--- src/rtl/mbe_pkg.sv ---
// Types and constants of the matrix block byte encoder.
`default_nettype none
package mbe_pkg;
    localparam int KEY_SIZE    = 3;
    localparam int BYTE_W      = 8;
    localparam int ENTRY_W     = 16;
    localparam int PROD_W      = ENTRY_W + BYTE_W;
    localparam int SUM_W       = PROD_W + 2;
    localparam int VALUE_W     = 25;
    localparam int ROW_W       = 2;
    localparam int COL_W       = 16;
    localparam int REG_W       = KEY_SIZE * ENTRY_W;
    localparam int CFG_IDX_W   = 2;
    localparam int QUEUE_DEPTH = 4;
    localparam int QUEUE_PTR_W = $clog2(QUEUE_DEPTH);
    localparam int QUEUE_CNT_W = $clog2(QUEUE_DEPTH + 1);

    // register indexes of the configuration port
    localparam logic [CFG_IDX_W-1:0] REG_KEY_ROW_ZERO = 2'd0;
    localparam logic [CFG_IDX_W-1:0] REG_KEY_ROW_ONE  = 2'd1;
    localparam logic [CFG_IDX_W-1:0] REG_KEY_ROW_TWO  = 2'd2;

    typedef logic signed [BYTE_W-1:0]  msg_byte_t;
    typedef logic signed [ENTRY_W-1:0] key_entry_t;
    typedef key_entry_t [KEY_SIZE-1:0] key_row_t;
    typedef key_row_t [KEY_SIZE-1:0]   key_matrix_t;
    typedef msg_byte_t [KEY_SIZE-1:0]  column_bytes_t;

    typedef struct packed {
        logic signed [BYTE_W-1:0] message_byte;
        logic                     has_byte;
        logic                     end_of_message;
    } in_item_t;

    typedef struct packed {
        logic signed [VALUE_W-1:0] product_value;
        logic [ROW_W-1:0]          row_index;
        logic [COL_W-1:0]          column_index;
        logic                      last_of_column;
        logic                      last_of_message;
    } out_item_t;

    // one column handed from the gatherer to the multiply stage
    typedef struct packed {
        column_bytes_t    bytes;
        logic [COL_W-1:0] column;
        logic             final_col;  // this column closes the message
        logic             tail_zero;  // an all-zero final column follows
    } column_job_t;
endpackage
`default_nettype wire

--- src/rtl/matrix_block_byte_encoder.sv ---
// Matrix block byte encoder: 3x3 key matrix times columns of signed message bytes.
// Accepts one message item per cycle while the column queue has room. Every third byte,
// and every end marker, closes a column; each column yields three results, one per key
// row, issued one per cycle while m_ready allows, through a shared multiply-add pipeline
// (three 16x8 products, then one adder into the output register), so the sustained rate
// is one result per cycle and one byte per cycle. A byte that both completes a column
// and ends the message yields six results: that column and an all-zero final column.
// Key rows must be written through the cfg port while no message is in flight; the block
// does not enforce this. cfg_ready is always high and indexes past the third key row are
// ignored. The key resets to the identity matrix.
`default_nettype none
module matrix_block_byte_encoder (
    input  wire logic                            aclk,
    input  wire logic                            aresetn,
    input  wire logic                            s_valid,
    output logic                                 s_ready,
    input  wire mbe_pkg::in_item_t               s_item,
    output logic                                 m_valid,
    input  wire logic                            m_ready,
    output mbe_pkg::out_item_t                   m_item,
    input  wire logic                            cfg_valid,
    output logic                                 cfg_ready,
    input  wire logic [mbe_pkg::CFG_IDX_W-1:0]   cfg_index,
    input  wire logic [mbe_pkg::REG_W-1:0]       cfg_data
);
    mbe_pkg::key_matrix_t  key_reg;
    logic                  push;
    mbe_pkg::column_job_t  push_job;
    logic                  queue_ready;
    logic                  pop;
    logic                  head_valid;
    mbe_pkg::column_job_t  head_job;

    assign cfg_ready = 1'b1;

    always_ff @(posedge aclk) begin
        if (!aresetn) begin
            for (int r = 0; r < mbe_pkg::KEY_SIZE; r++) begin
                for (int c = 0; c < mbe_pkg::KEY_SIZE; c++) begin
                    key_reg[r][c] <= (r == c) ? mbe_pkg::ENTRY_W'(1) : '0;
                end
            end
        end else if (cfg_valid && cfg_ready) begin
            unique case (cfg_index)
                mbe_pkg::REG_KEY_ROW_ZERO: key_reg[0] <= cfg_data;
                mbe_pkg::REG_KEY_ROW_ONE:  key_reg[1] <= cfg_data;
                mbe_pkg::REG_KEY_ROW_TWO:  key_reg[2] <= cfg_data;
                default: ;
            endcase
        end
    end

    mbe_front u_front (
        .aclk        (aclk),
        .aresetn     (aresetn),
        .s_valid     (s_valid),
        .s_ready     (s_ready),
        .s_item      (s_item),
        .push        (push),
        .push_job    (push_job),
        .queue_ready (queue_ready)
    );

    mbe_queue u_queue (
        .aclk       (aclk),
        .aresetn    (aresetn),
        .push       (push),
        .push_job   (push_job),
        .push_ready (queue_ready),
        .pop        (pop),
        .head_valid (head_valid),
        .head_job   (head_job)
    );

    mbe_back u_back (
        .aclk       (aclk),
        .aresetn    (aresetn),
        .key_matrix (key_reg),
        .head_valid (head_valid),
        .head_job   (head_job),
        .pop        (pop),
        .m_valid    (m_valid),
        .m_ready    (m_ready),
        .m_item     (m_item)
    );
endmodule
`default_nettype wire

--- src/rtl/mbe_front.sv ---
// Byte gatherer: builds message columns and classifies column requests.
`default_nettype none
module mbe_front (
    input  wire logic                 aclk,
    input  wire logic                 aresetn,
    input  wire logic                 s_valid,
    output logic                      s_ready,
    input  wire mbe_pkg::in_item_t    s_item,
    output logic                      push,
    output mbe_pkg::column_job_t      push_job,
    input  wire logic                 queue_ready
);
    mbe_pkg::column_bytes_t          bytes_reg, bytes_next, bytes_new;
    logic [mbe_pkg::ROW_W-1:0]       fill_reg, fill_next;
    logic [mbe_pkg::COL_W-1:0]       col_reg, col_next;
    logic                            accept;
    logic                            complete;

    assign s_ready = queue_ready;
    assign accept  = s_valid && s_ready;

    always_comb begin
        bytes_new = bytes_reg;
        if (s_item.has_byte) begin
            bytes_new[fill_reg] = s_item.message_byte;
        end
        complete = s_item.has_byte && (fill_reg == mbe_pkg::ROW_W'(mbe_pkg::KEY_SIZE - 1));
        push     = accept && (complete || s_item.end_of_message);

        push_job.bytes     = bytes_new;
        push_job.column    = col_reg;
        push_job.final_col = s_item.end_of_message && !complete;
        push_job.tail_zero = s_item.end_of_message && complete;

        bytes_next = bytes_reg;
        fill_next  = fill_reg;
        col_next   = col_reg;
        if (push) begin
            // slots past the fill point are always zero, so a partial column is padded
            bytes_next = '0;
            fill_next  = '0;
            col_next   = s_item.end_of_message ? '0 : col_reg + 1'b1;
        end else if (accept) begin
            bytes_next = bytes_new;
            fill_next  = fill_reg + mbe_pkg::ROW_W'(s_item.has_byte);
        end
    end

    always_ff @(posedge aclk) begin
        if (!aresetn) begin
            bytes_reg <= '0;
            fill_reg  <= '0;
            col_reg   <= '0;
        end else begin
            bytes_reg <= bytes_next;
            fill_reg  <= fill_next;
            col_reg   <= col_next;
        end
    end
endmodule
`default_nettype wire

--- src/rtl/mbe_queue.sv ---
// Short column request queue between the gatherer and the multiply stage.
`default_nettype none
module mbe_queue (
    input  wire logic                 aclk,
    input  wire logic                 aresetn,
    input  wire logic                 push,
    input  wire mbe_pkg::column_job_t push_job,
    output logic                      push_ready,
    input  wire logic                 pop,
    output logic                      head_valid,
    output mbe_pkg::column_job_t      head_job
);
    mbe_pkg::column_job_t                 entry_reg [mbe_pkg::QUEUE_DEPTH];
    logic [mbe_pkg::QUEUE_PTR_W-1:0]      wr_ptr_reg, wr_ptr_next;
    logic [mbe_pkg::QUEUE_PTR_W-1:0]      rd_ptr_reg, rd_ptr_next;
    logic [mbe_pkg::QUEUE_CNT_W-1:0]      count_reg, count_next;

    assign push_ready = (count_reg != mbe_pkg::QUEUE_CNT_W'(mbe_pkg::QUEUE_DEPTH));
    assign head_valid = (count_reg != '0);
    assign head_job   = entry_reg[rd_ptr_reg];

    always_comb begin
        wr_ptr_next = wr_ptr_reg;
        rd_ptr_next = rd_ptr_reg;
        count_next  = count_reg;
        if (push) begin
            wr_ptr_next = (wr_ptr_reg == mbe_pkg::QUEUE_PTR_W'(mbe_pkg::QUEUE_DEPTH - 1))
                          ? '0 : wr_ptr_reg + 1'b1;
        end
        if (pop) begin
            rd_ptr_next = (rd_ptr_reg == mbe_pkg::QUEUE_PTR_W'(mbe_pkg::QUEUE_DEPTH - 1))
                          ? '0 : rd_ptr_reg + 1'b1;
        end
        if (push && !pop) begin
            count_next = count_reg + 1'b1;
        end else if (pop && !push) begin
            count_next = count_reg - 1'b1;
        end
    end

    always_ff @(posedge aclk) begin
        if (push) begin
            entry_reg[wr_ptr_reg] <= push_job;
        end
    end

    always_ff @(posedge aclk) begin
        if (!aresetn) begin
            wr_ptr_reg <= '0;
            rd_ptr_reg <= '0;
            count_reg  <= '0;
        end else begin
            wr_ptr_reg <= wr_ptr_next;
            rd_ptr_reg <= rd_ptr_next;
            count_reg  <= count_next;
        end
    end
endmodule
`default_nettype wire

--- src/rtl/mbe_back.sv ---
// Row sequencer and two-stage multiply-add pipeline whose second stage is the output register.
`default_nettype none
module mbe_back (
    input  wire logic                 aclk,
    input  wire logic                 aresetn,
    input  wire mbe_pkg::key_matrix_t key_matrix,
    input  wire logic                 head_valid,
    input  wire mbe_pkg::column_job_t head_job,
    output logic                      pop,
    output logic                      m_valid,
    input  wire logic                 m_ready,
    output mbe_pkg::out_item_t        m_item
);
    typedef logic signed [mbe_pkg::PROD_W-1:0] prod_t;

    typedef struct packed {
        prod_t [mbe_pkg::KEY_SIZE-1:0] products;
        logic [mbe_pkg::ROW_W-1:0]     row;
        logic [mbe_pkg::COL_W-1:0]     column;
        logic                          last_col;
        logic                          last_msg;
    } mul_stage_t;

    logic [mbe_pkg::ROW_W-1:0]     row_reg, row_next;
    logic                          tail_reg, tail_next;
    logic                          s1_valid_reg, s1_valid_next;
    mul_stage_t                    s1_reg, s1_next;
    logic                          out_valid_reg, out_valid_next;
    mbe_pkg::out_item_t            out_reg, out_next;
    logic                          advance;
    logic                          issue;
    logic                          last_row;
    mbe_pkg::column_bytes_t        bytes_sel;
    logic signed [mbe_pkg::SUM_W-1:0] sum;

    assign advance  = !out_valid_reg || m_ready;
    assign issue    = head_valid && advance;
    assign last_row = (row_reg == mbe_pkg::ROW_W'(mbe_pkg::KEY_SIZE - 1));
    assign pop      = issue && last_row && (tail_reg || !head_job.tail_zero);
    assign m_valid  = out_valid_reg;
    assign m_item   = out_reg;

    always_comb begin
        // the tail column after a completed final column is all zero
        bytes_sel = tail_reg ? '0 : head_job.bytes;
        for (int c = 0; c < mbe_pkg::KEY_SIZE; c++) begin
            s1_next.products[c] = key_matrix[row_reg][c] * bytes_sel[c];
        end
        s1_next.row      = row_reg;
        s1_next.column   = tail_reg ? head_job.column + 1'b1 : head_job.column;
        s1_next.last_col = last_row;
        s1_next.last_msg = last_row && (tail_reg || head_job.final_col);

        row_next  = row_reg;
        tail_next = tail_reg;
        if (issue) begin
            row_next = last_row ? '0 : row_reg + 1'b1;
            if (last_row) begin
                tail_next = !tail_reg && head_job.tail_zero;
            end
        end
        s1_valid_next = advance ? issue : s1_valid_reg;

        sum = '0;
        for (int c = 0; c < mbe_pkg::KEY_SIZE; c++) begin
            sum = sum + mbe_pkg::SUM_W'(s1_reg.products[c]);
        end
        out_next.product_value   = sum[mbe_pkg::VALUE_W-1:0];
        out_next.row_index       = s1_reg.row;
        out_next.column_index    = s1_reg.column;
        out_next.last_of_column  = s1_reg.last_col;
        out_next.last_of_message = s1_reg.last_msg;
        out_valid_next = advance ? s1_valid_reg : out_valid_reg;
    end

    always_ff @(posedge aclk) begin
        if (issue) begin
            s1_reg <= s1_next;
        end
        if (advance && s1_valid_reg) begin
            out_reg <= out_next;
        end
    end

    always_ff @(posedge aclk) begin
        if (!aresetn) begin
            row_reg       <= '0;
            tail_reg      <= 1'b0;
            s1_valid_reg  <= 1'b0;
            out_valid_reg <= 1'b0;
        end else begin
            row_reg       <= row_next;
            tail_reg      <= tail_next;
            s1_valid_reg  <= s1_valid_next;
            out_valid_reg <= out_valid_next;
        end
    end
endmodule
`default_nettype wire

--- config.mk ---
export PLATFORM = sky130hd
export DESIGN_NAME = matrix_block_byte_encoder
export DESIGN_NICKNAME = d
export VERILOG_FILES = /design/src/rtl/mbe_pkg.sv /design/src/rtl/matrix_block_byte_encoder.sv /design/src/rtl/mbe_front.sv /design/src/rtl/mbe_queue.sv /design/src/rtl/mbe_back.sv
export SDC_FILE = /design/constraint.sdc
export NUM_CORES = 2
export LEC_CHECK = 0
export BUFFER_PORTS_ARGS = -buffer_cell sky130_fd_sc_hd__buf_4
export CAP_MARGIN = 40
export CORE_MARGIN = 1
export CORE_UTILIZATION = 57
export CTS_BUF_LIST = sky130_fd_sc_hd__clkbuf_4
export CTS_CLUSTER_DIAMETER = 40
export CTS_CLUSTER_SIZE = 28
export DETAILED_ROUTE_END_ITERATION = 12
export PLACE_DENSITY = 0.76
export SYNTH_ARGS = -nofsm -noshare
export SYNTH_HDL_FRONTEND = slang
export SYNTH_HIERARCHICAL = 1
export SYNTH_SLANG_ARGS = --single-unit
--- constraint.sdc ---
create_clock -name aclk -period 6.85 [get_ports aclk]
set_input_delay 1.7125 -clock aclk [delete_from_list [all_inputs] [get_ports aclk]]
set_output_delay 1.7125 -clock aclk [all_outputs]
set_load 0.01 [all_outputs]
# After elaboration in Yosys (flattened, before gate mapping)
# Memories as Yosys holds them, arrays and structs flattened. A register that Yosys moved wholly into a read port is not among the register bits.
# Cells that the tools add are included.
[op_classes]
bitwise_logic = 1
n_eq_ne = 7
n_reduce_logical = 32
n_div = 0
n_addsub = 10
mul = 3
shifts = 0
order_cmp = 3
mux = 18
[op_table]
columns = ["operator", "n"]
rows = [
  ["48-bit binary-select mux with 2-bit select", 1],
  ["16-bit by 8-bit multiplier with 24-bit output", 3],
  ["24-bit two-way mux", 2],
  ["48-bit two-way mux", 1],
  ["16-bit by 1-bit adder with 16-bit output (second input constant)", 2],
  ["16-bit two-way mux", 2],
  ["24-bit by 24-bit adder with 25-bit output", 1],
  ["25-bit by 24-bit adder with 25-bit output", 1],
  ["24-bit bitwise mux", 1],
  ["8-bit demux with 2-bit select", 1],
  ["1-bit logical AND", 14],
  ["2-bit equality test (second input constant)", 5],
  ["2-bit two-way mux", 5],
  ["8-bit two-way mux", 1],
  ["2-bit AND reduction", 4],
  ["2-bit by 1-bit adder with 2-bit output (second input constant)", 3],
  ["1-bit zero test", 6],
  ["2-bit by 3-bit less-than comparator with 1-bit output (second input constant)", 2],
  ["3-bit two-way mux", 2],
  ["1-bit logical OR", 4],
  ["3-bit by 1-bit adder with 3-bit output (second input constant)", 1],
  ["3-bit != test (second input constant)", 1],
  ["3-bit nonzero test", 1],
  ["3-bit by 1-bit subtractor with 3-bit output (second input constant)", 1],
  ["other kinds (8)", 9],
]
[totals]
ram_bits = 168
n_memories = 1
in_bits = 65
latch_bits = 0
out_inout_bits = 48
romBits = 0
regBits = 335
[memory_table]
columns = ["memory", "depth", "word_bits", "read_ports", "rd_clocked_by_memory_dff", "write_ports", "line_no", "rtl"]
rows = [
  ["u_queue.entry_reg", 4, 42, 1, 1, 1, "mbe_queue.sv:13", "mbe_pkg::column_job_t entry_reg [mbe_pkg::QUEUE_DEPTH];"],
]

# Longest topological paths before layout
[depth]
ltp_word = 8
mapped_depth = 24
ltp_nobuf = 21

# By module
# Netlist, hierarchy kept.
[by_module_without_submodules]
columns = ["module", "seq_area_each_um2", "cells_each", "instances", "area_per_inst_um2"]
rows = [
  ["mbe_back", 4214.0, 2164, 1, 20562.2],
  ["mbe_queue", 5225.0, 265, 1, 6572.6],
  ["matrix_block_byte_encoder", 2882.8, 523, 1, 5283.8],
  ["mbe_front", 840.8, 255, 1, 2034.5],
]

# Worst setup path after synthesis
# No wires, ideal clock.
[synth_path]
path_kind = "reg2reg"
start = "register u_back/row_reg[0] (netlist name)"
end = "register u_back/s1_reg[41] (netlist name) (data pin)"
path_slack_ps = 853
stages_incl_launch_ff = 22
required_ps = 6595
synth_period_minus_slack_ps = 5997
arrival_ps = 5742
setup_time_ps = 255
path_cell_list = "dfxtp_1 clkbuf_1 clkbuf_1 mux2i_1 nor2_1 a21oi_1 nor2_1 fa_1 fa_1 fa_1 inv_1 fa_1 inv_1 ha_1 a21o_2 a21oi_1 a31oi_1 nand4_1 o21ai_2 o41a_4 or4b_1 and3_1"
[synth_rtl]
columns = ["element", "line_no", "rtl"]
rows = [
  ["start, declared", "mbe_back.sv:24", "logic [mbe_pkg::ROW_W-1:0] row_reg, row_next;"],
  ["start signal, assigned", "mbe_back.sv:92", "row_reg <= row_next;"],
  ["end signal, assigned", "mbe_back.sv:78", "s1_reg <= s1_next;"],
  ["end, declared", "mbe_back.sv:27", "mul_stage_t s1_reg, s1_next;"],
]

==> impl_metrics.tcl <==
set metrics [dict create \
    status "finished, final reports clean" \
    period_share 0.934 \
    ys_seq_elements 505 \
    gp_congestion 0.936 \
    overflow 0 \
    dr.pass1.iters 5 \
    drc_errors 0 \
    routed_wl_um 84600 \
    cts.clk_slew.worst_paths_ns 0.13 \
    layout_min_cycle_time_ns 6.40 \
    critPathKind "flop to flop" \
    synth_nets 3774 \
    vias 23654 \
    clockPowerShare 0.201 \
    skew_ns 0.0641 \
    grt_max_degree 84 \
    synth.avg_cell_area_um2 10.7 \
    post_cts_resized 0 \
    nFillCells 4755 \
    cp_data_required_time_ns 7.48 \
    cp_data_arrival_time_ns 7.03 \
    synthDistinctLibCells 75 \
    internal_power_mw 6.52 \
    seq_area_frac_synth 0.382 \
    synthesis.area_mm2 0.0345 \
    ys_async_sr_fraction 0 \
    tns_ns 0 \
    initial_core_util 0.580 \
    fmax_mhz 156 \
    crit_path_cell_trace "buf_12, mux4_2, nand2b_1, inv_1, and2_1, fa_1, fa_1, fa_1, inv_1, fa_1, inv_1, ha_1, o21a_1, o2111ai_1, o21ai_1, o31ai_1, o21ai_1, a2111oi_0, a41oi_1, o311ai_0" \
    synth_top_family_by_area "adder cells" \
    endpoint_kind "flop" \
    slew_headroom 0.347 \
    place_inst 4069 \
    core_area_mm2 0.0594 \
    power_frac_seq 0.381 \
    cts_tree "built" \
    dpl-instance-area_mm2 0.0365 \
    worst_slew_pin_slew_ns 0.978 \
    cts_max_level 3 \
    min_path_type "flop to flop" \
    rsz0062_at_grt "no" \
    port_buffers 111 \
    antenna_found_initial 3 \
    cp-start-kind "flop" \
    cts.sinks 505 \
    synth-simple-area-share 0.125 \
    cts_buffer_depth 3 \
    ir_drop_v 0.000170 \
    clk_latency_ns 0.89 \
    synthFlopType "edfxtp_1" \
    hold_buffers 0 \
    synthAdderAreaFrac 0.255 \
    dieArea_mm2 0.0614 \
    place.detailed.hpwl_um 65400 \
    synth_xor_area_frac 0.0257 \
    slowest_stage "fa_1" \
    grt_pass1_wl_um 135000 \
    cpMostUsedCell "fa_1" \
    ant_nets 0 \
    instances_no_fill 4206 \
    ctsRootBufferMaster "clkbuf_4" \
    power_leakage_nw 16.7 \
    wire_per_inst_um 20.1 \
    max_cap_violations 0 \
    yosysWarnings 6 \
    postLayoutCoreUtil 0.635 \
    cts_buffers 71 \
    postSynthCellCount 3207 \
    switchingPower_mw 4.05 \
    design_area_mm2 0.0377 \
    track_usage 0.287 \
    largest_reg_flops 168 \
    synth.area.mux_share 0.0902 \
    synthTopCellsByArea "edfxtp_1 (27%), fa_1 (19%), dfxtp_1 (12%)" \
    area_delta_synth_final_pct 9.40 \
    layout_commonest_cell "inv_1" \
    holdWs_ns 0.431 \
    synth_compound_area_frac 0.0578 \
    cts_setup_buffers 0 \
    first_iter_violations 1496 \
    worstPathMaxFanout 26 \
    sw_frac_of_total 0.383 \
    max_stage_delay_ns 0.57 \
    p_per_area_mw_per_mm2 280 \
    ios 113 \
    drv_slew 0 \
    hold_violations 0 \
    die_width_um 248 \
    synth_top_area_frac 0.266 \
    layout_common_cells "inv_1 (433), nor2_1 (403), nand2_1 (344)" \
    synth_top_area_cell "edfxtp_1" \
    grt_pass1_vias 24988 \
    setup_violations 0 \
    placementRows 89 \
    drive_above_1_share 0.125 \
    combPwrFrac 0.418 \
    synth_edf_count 305 \
    final_nets 3936 \
    viasPerCell 5.62 \
    die_y_um 248 \
]
[worst max-delay path, delay by kind of cell (launching register included)]
family	cells	cell delay [ns]
adders and majority gates	5	2.48
AOI/OAI and AO/OA	8	1.70
buffers and inverters	4	0.61
muxes	1	0.53
and+or+nand+nor	2	0.44
DFF	1	0.38
[logic make-up (layout without fill, tap and decap cells)]
family / count (synthesis) / after routing
flops: 505 / 505
other cells: 1 / 6
compound gates: 312 / 312
fa+ha+maj: 502 / 502
xor+xnor: 101 / 101
mux: 255 / 255
simple gates: 982 / 982
buf+inv: 549 / 770
[cell usage after synthesis, drive strengths merged, types with 17 or more instances]
library cell and instances:
a21oi 129, o21a 17, xnor2 76, nor3 23
nand3 18, mux2i 196, a21o 41, dfxtp 200
buf 57, nand2b 50, nand2 344, nor2 403
clkbuf 56, o21ai 54, fa 335, edfxtp 305
and2 38, ha 167, mux2 17, mux4 42
xor2 25, nor2b 33, inv 435
[per-layer routing]
metal	routed length, um	vias up	part of all wire	global-route usage
li1	-	10876	-	-
met1	34500	11829	0.41	0.359
met2	42200	765	0.50	0.501
met3	5090	184	0.060	0.0461
met4	2880	0	0.034	0.107
met5	0	-	0	0
[path summary, 6_finish.rpt]
kind                            cells past startpoint                 from  slack (ns)                 to
worst max-delay path                               20                 flop        0.45  u_back/s1_reg[89]
worst min-delay path                                0  u_back/out_next[18]        0.43  u_back/m_item[18]
worst max register to register                     20                 flop        0.45  u_back/s1_reg[89]
worst min register to register                      0  u_back/out_next[18]        0.43  u_back/m_item[18]
[metrics by stage]
step | power [mW] | setup slack [ns]
after global placement | 8.28 | 0.745
after CTS | 10.6 | 0.490
after detailed placement | 8.48 | 0.567
after floorplan | 7.20 | 0.853
final | 10.6 | 0.450
after global routing | 11.3 | 0.0490
[power by group through the flow]
stage / registers (mW) / clock network [mW] / logic, mW
2_1_floorplan: 4.06 / 0 / 3.15
3_3_place_gp: 4.10 / 0 / 4.18
3_5_place_dp: 4.10 / 0 / 4.37
4_1_cts: 4.04 / 2.17 / 4.40
5_1_grt: 4.06 / 2.31 / 4.95
6_report: 4.03 / 2.12 / 4.42
[cell type report]
type / instances / area [um2] / area share
multi-input combinational: 2153 / 19100 / 0.507
sequential: 505 / 13200 / 0.349
timing repair buffer: 202 / 1650 / 0.0437
inverter: 436 / 1640 / 0.0435
tap: 773 / 967 / 0.0257
clock inverter: 56 / 588 / 0.0156
clock buffer: 76 / 571 / 0.0151
antenna: 5 / 12.5 / 0.000332
No activity file was read; power rests on OpenSTA's default activity.
